`config.mk`:
```
export PLATFORM = sky130hd
export DESIGN_NAME = tlc_cell
export DESIGN_NICKNAME = d
export VERILOG_FILES = /design/src/hw/rtl/tlc_pkg.sv /design/src/hw/rtl/tlc_cell.sv
export SDC_FILE = /design/constraint.sdc
export NUM_CORES = 1
export LEC_CHECK = 0
export BUFFER_PORTS_ARGS = -buffer_cell sky130_fd_sc_hd__buf_2
export CAP_MARGIN = 10
export CORE_UTILIZATION = 23
export DETAILED_ROUTE_END_ITERATION = 6
export HOLD_SLACK_MARGIN = 0.06
export PLACE_DENSITY = 0.53
export SLEW_MARGIN = 20
export SYNTH_ARGS = -nofsm -noshare
export SYNTH_HDL_FRONTEND = slang
export SYNTH_SLANG_ARGS = --single-unit
```
`constraint.sdc`:
```
create_clock -name i_clk -period 1.7 [get_ports i_clk]
set_input_delay 0.255 -clock i_clk [delete_from_list [all_inputs] [get_ports i_clk]]
set_output_delay 0.255 -clock i_clk [all_outputs]
set_load 0.01 [all_outputs]
```
`src/hw/rtl/tlc_pkg.sv`:
```
// tlc_pkg: shared types, codes and default sizes for the two-level lru tag model
// used by tlc_cell, tlc_level, the top level and its checker
package tlc_pkg;

    localparam int MAX_SETS_DEF  = 256;
    localparam int MAX_WAYS_DEF  = 16;
    localparam int ADDR_BITS_DEF = 13;

    localparam int ROW_W    = 8;
    localparam int CFG_IX_W = 3;
    localparam int CFG_D_W  = 4;

    // result status codes
    localparam logic [1:0] ST_STORE = 2'd0;
    localparam logic [1:0] ST_HIT   = 2'd1;
    localparam logic [1:0] ST_MISS  = 2'd2;

    // configuration register indexes
    localparam logic [CFG_IX_W-1:0] CFG_L1_SETS  = 3'd0;
    localparam logic [CFG_IX_W-1:0] CFG_L1_WAYS  = 3'd1;
    localparam logic [CFG_IX_W-1:0] CFG_L1_BLOCK = 3'd2;
    localparam logic [CFG_IX_W-1:0] CFG_L2_EN    = 3'd3;
    localparam logic [CFG_IX_W-1:0] CFG_L2_SETS  = 3'd4;
    localparam logic [CFG_IX_W-1:0] CFG_L2_WAYS  = 3'd5;
    localparam logic [CFG_IX_W-1:0] CFG_L2_BLOCK = 3'd6;

    typedef enum logic [2:0] {
        S_IDLE,
        S_L1_GO,
        S_L1_WAIT,
        S_PUT1,
        S_L2_GO,
        S_L2_WAIT,
        S_PUT2
    } t_state;

    typedef enum logic [1:0] {
        PH_IDLE,
        PH_LOAD,
        PH_UPD,
        PH_WR
    } t_lvl_ph;

    typedef struct packed {
        logic load;
        logic shift;
        logic ins;
    } t_cell_ctl;

endpackage

```
`src/hw/rtl/tlc_cell.sv`:
```
// tlc_cell: one way of the set under work, holds a valid bit and a tag
// depends on tlc_pkg for the control struct
module tlc_cell #(
    parameter int ADDR_BITS = tlc_pkg::ADDR_BITS_DEF
) (
    input  logic                 i_clk,
    input  tlc_pkg::t_cell_ctl   i_ctl,
    input  logic [ADDR_BITS:0]   i_load_ent,
    input  logic [ADDR_BITS:0]   i_nb_ent,
    input  logic [ADDR_BITS-1:0] i_key,
    output logic [ADDR_BITS:0]   o_ent,
    output logic                 o_match
);
    import tlc_pkg::*;

    logic [ADDR_BITS:0] r_ent;

    always_ff @(posedge i_clk) begin
        if (i_ctl.load) begin
            r_ent <= i_load_ent;
        end else if (i_ctl.ins) begin
            r_ent <= {1'b1, i_key};
        end else if (i_ctl.shift) begin
            r_ent <= i_nb_ent;
        end
    end

    assign o_ent   = r_ent;
    assign o_match = r_ent[ADDR_BITS] && (r_ent[ADDR_BITS-1:0] == i_key);

endmodule

```
Yosys cells after proc, flatten, opt, wreduce, memory -nomap -nowiden
Index checks and enable logic that the tools add are counted.

Output and inout port bits: 15. Bits in registers: 14. Word-level logic and storage cells: 7. Input port bits: 45.

Reductions and logical operators: 2. Multiplexer cells: 3. Equality and inequality tests: 1.

Operator list (count): $mux 14 (3); $eq 13x13->1 (1); $reduce_bool 3->1 (1); $logic_and 1x1->1 (1).

Longest topological paths before layout
Depth after elaboration: 3. Mapped depth: 4. Gate-level depth less buffers: 3.

Worst setup path after synthesis
No wires, ideal clock.

Path type: reg2out. From: register r_ent[5] (netlist: o_ent[5]). To: output o_match. Data arrival time: 1.066 ns. Path buffers: 0. Data required time: 1.445 ns. Cell stages (with the launch flop): 4. Setup slack: 0.379 ns. Path through: edfxtp_1 -> xnor2_1 -> nand4_1 -> nor4_2.

Cells in the longest elaborated chain, start to end: 2.

RTL lines: from (decl) (line tlc_cell.sv:16) `logic [ADDR_BITS:0] r_ent;`; from (signal assigned) (line tlc_cell.sv:20) `r_ent <= i_load_ent;`; from (signal assigned) (line tlc_cell.sv:22) `r_ent <= {1'b1, i_key};`; from (signal assigned) (line tlc_cell.sv:24) `r_ent <= i_nb_ent;`; $eq 13x13->1 (line tlc_cell.sv:29) `assign o_match = r_ent[ADDR_BITS] && (r_ent[ADDR_BITS-1:0] == i_key);`; $logic_and 1x1->1 (line tlc_cell.sv:29); to (decl) (line tlc_cell.sv:12) `output logic o_match`.

Every way passes these cells.

Worst setup path after layout
From: register r_ent[12] (netlist: o_ent[12]). To: output o_match.

The elaborated chain is that of the path after synthesis.

==> reports/summary.md <==
The flow ran to the end, and the final reports show no timing, DRC or antenna violations. TritonCTS built the clock tree. The count of cells in the finished layout, fillers not included, comes to 188. The post-route clock period utilization was 0.949. The relative area change from synthesis to final layout is 46.8%, and the global-route wire length before repair is 3.42 mm.

After detailed routing, the average wire length per cell comes to 11.8 um. The worst-case hold path end point is o_ent[7]$_DFFE_PP_. The number of buffers inserted by hold repair at cts was 0; the first-pass detailed-route iteration total was 2.

The mean post-synth cell area was 10.9 um2. The worst-path maximum fanout works out to 2. The number of nets with antenna violations after detailed routing came out at 0.

The critical path in this run is classified as reg -> out. Yosys printed 0 warnings. Count of input and output buffers: 59.

After the last flow step, the layout net total stands at 188. The x dimension of the die is 63.4 um. The run gives 3 as the number of clock buffers inserted by TritonCTS.

The clock passes through at most 2 buffers. The initialized floorplan defines 21 standard-cell rows. The logs give 1.44 ns for the data required time of the worst path and 868 um2 for the post-synth design cell area.

Worst-path cell with the longest stage delay: edfxtp_1. The switching power share of the total came out at 0.263. STA classifies the critical path endpoint as a primary output. The gate count after technology mapping is 80, and the switching power total is 0.000258 W. The repair_antennas step left the layout with diodes totalling 0.

For this run, the top clock speed supported by timing is 620 MHz. The worst hold path passes through 3 cells. Counting flops with a built-in enable in the synthesized netlist gives 14.

The initial core utilization was 0.250. The total routing resource utilization after global routing is 0.111, and the fraction of power consumed by sequential logic is 0.463. The detailed router finished its first iteration with 25 violations.

For the worst setup path, the data arrival time is 1.36 ns. For the number of placed I/O pins, the log shows 60. The area fraction of the dominant cell type after synthesis works out to 0.484.

The startpoint identified for the worst hold timing path is i_load_ent[7]. The critical path's largest stage delay is 0.39 ns, and the static power due to leakage is 0.596 nW. The tools report the detailed-route wire length as 2.23 mm. The clock-pin slew reported for the worst setup and hold paths after clock tree synthesis is 0.06 ns.

The critical path goes through xnor2_1 > nand4_1 > nor4_2 > buf_2. The H-tree level count came out at 1. By count the netlist is led by 15 x nand2_1, 14 x edfxtp_1, 13 x mux2i_1, 13 x xnor2_1, 9 x o21ai_1. CTS saw 14 sinks. The register bit count reported by yosys is 14, and the summed negative setup slack over all endpoints is 0 ns.

For the post-synth net total, the log shows 125. The estimated wirelength of the detail-placed design was 1.73 mm; the share of synthesized registers carrying an async set or reset was 0. The remaining routing DRC violations was 0. The max-slew violation count is 0. The fraction of layout cells with a size suffix above 1 works out to 0.486.

In the post-synthesis netlist, the cell with the most instances is nand2_1. Part of the total power dissipated in the clock network: 0.280. The region available for standard cell placement spans 0.00347 mm2. Yosys attributes the largest share of cell area to edfxtp_1 48%, mux2i_1 15%, xnor2_1 13%.

The tool flagged a number of max-cap violations equal to 0. The cell total after placement came out at 182. The min-delay analysis places its worst path in the category in -> reg.

The remaining max-slew budget at the tightest pin is 0.594. The via count normalized by instance count was 4.22; the internal power was 0.000722 W. The number of flip-flops under the largest register name is 14, and the pin count of the biggest net entering global routing is 29.

The part of the Yosys area used for sequential elements was 0.484. The worst setup path is launched from a flip-flop. The shortest clock period the worst path allows after layout was 1.61 ns.

The number of different library cells used by synthesis comes to 14. The total overflow left after global routing is 0. The via count of the first global-routing pass was 775.

The cell taking the most area after synthesis is edfxtp_1. Setup violations remaining at the end of the flow were counted as 0. The combinational group share of total power is 0.257. Dominant synthesized flop cell: edfxtp_1. The slew at the pin closest to its max-slew limit was 0.609 ns; the utilization of the core after routing was 0.368. The routed layout has 794 vias. The total power density per cell area is 768 mW/mm2. CTS root buffer: clkbuf_8.

The die is 63.4 um tall. The run gives 0.710 as the final estimated routing congestion in global placement. The worst-case IR drop observed on VDD is 0.000227 V.

Count of final hold-check violations: 0. The run gives 0 as the number of antenna violations at the first check in global routing. Setup repair after global routing could not meet its margin everywhere. The area enclosed by the die boundary was 0.00403 mm2.
## critical path: cells and delay by family (launching register included)
kind,cells,cell delay [ns]
xor gates and xnor gates,1,0.17
buffers and inverters,1,0.17
DFF,1,0.39
and+or+nand+nor,2,0.38
## power by group through the flow
stage	registers [W]	clock network [W]	logic (W)
floorplan	0.000479	0	0.000109
global placement	0.000456	0	0.000240
detailed placement	0.000459	0	0.000242
CTS	0.000452	0.000283	0.000243
global route	0.000458	0.000299	0.000276
finish	0.000454	0.000275	0.000251
## layout by cell type, fill, tap and decap left out, drive strengths merged
cell    synthesis  final
buf             4     63
nand4           3      3
or3             1      1
nor4            1      1
xnor2          13     13
edfxtp         14     14
o21ai          14     14
mux2i          13     13
nand2          15     15
nor2            1      1
clkinv          0      1
clkbuf          1      3
## final cells by class
type	count	area (um2)
Sequential cell	14	420
Tap cell	46	57.6
Clock buffer	3	41.3
Timing Repair Buffer	63	325
Fill cell	363	2190
Clock inverter	1	3.75
Multi-Input combinational cell	61	427
## logic make-up (layout without fill, tap and decap cells)
logic type / after synthesis / count (layout) / synth area share
AND/OR/NAND/NOR: 21 / 21 / 0.112
buffers and inverters: 5 / 67 / 0.0418
AO/OA/AOI/OAI: 14 / 14 / 0.0807
flip-flops: 14 / 14 / 0.484
XOR/XNOR: 13 / 13 / 0.131
multiplexers: 13 / 13 / 0.150
## per-stage QoR
step	hold slack [ns]	setup WS [ns]	area, um2	total power [W]
floorplan	0.446	0.379	868	0.000588
global placement	0.539	0.279	1200	0.000696
detailed placement	0.543	0.270	1200	0.000701
CTS	0.291	0.00657	1240	0.000978
global route	0.295	-0.00198	1270	0.00103
finish	0.295	0.0860	1270	0.000980
## what timing repair did
item	CTS	global route
setup buffers	0	2
setup endpoints to repair	0	1
gates resized for setup	0	2
## how the worst max path moves through the flow
| stage | start | endpoint | slack (ns) |
|---|---|---|---|
| 2_1_floorplan | o_ent[5]$_DFFE_PP_ | o_match | 0.38 |
| 3_3_place_gp | o_ent[5]$_DFFE_PP_ | o_match | 0.28 |
| 3_5_place_dp | o_ent[5]$_DFFE_PP_ | o_match | 0.27 |
| 4_1_cts | o_ent[5]$_DFFE_PP_ | o_match | 0.007 |
| 5_1_grt | o_ent[7]$_DFFE_PP_ | o_match | -0.002 |
| 6_report | o_ent[12]$_DFFE_PP_ | o_match | 0.09 |
## layer usage
layer	global-route usage	share of wire
met1	0.136	0.48
met2	0.178	0.44
met3	0.0344	0.072
met4	0.0426	0.0063
met5	0	0
No activity file was read; power rests on OpenSTA's default activity.
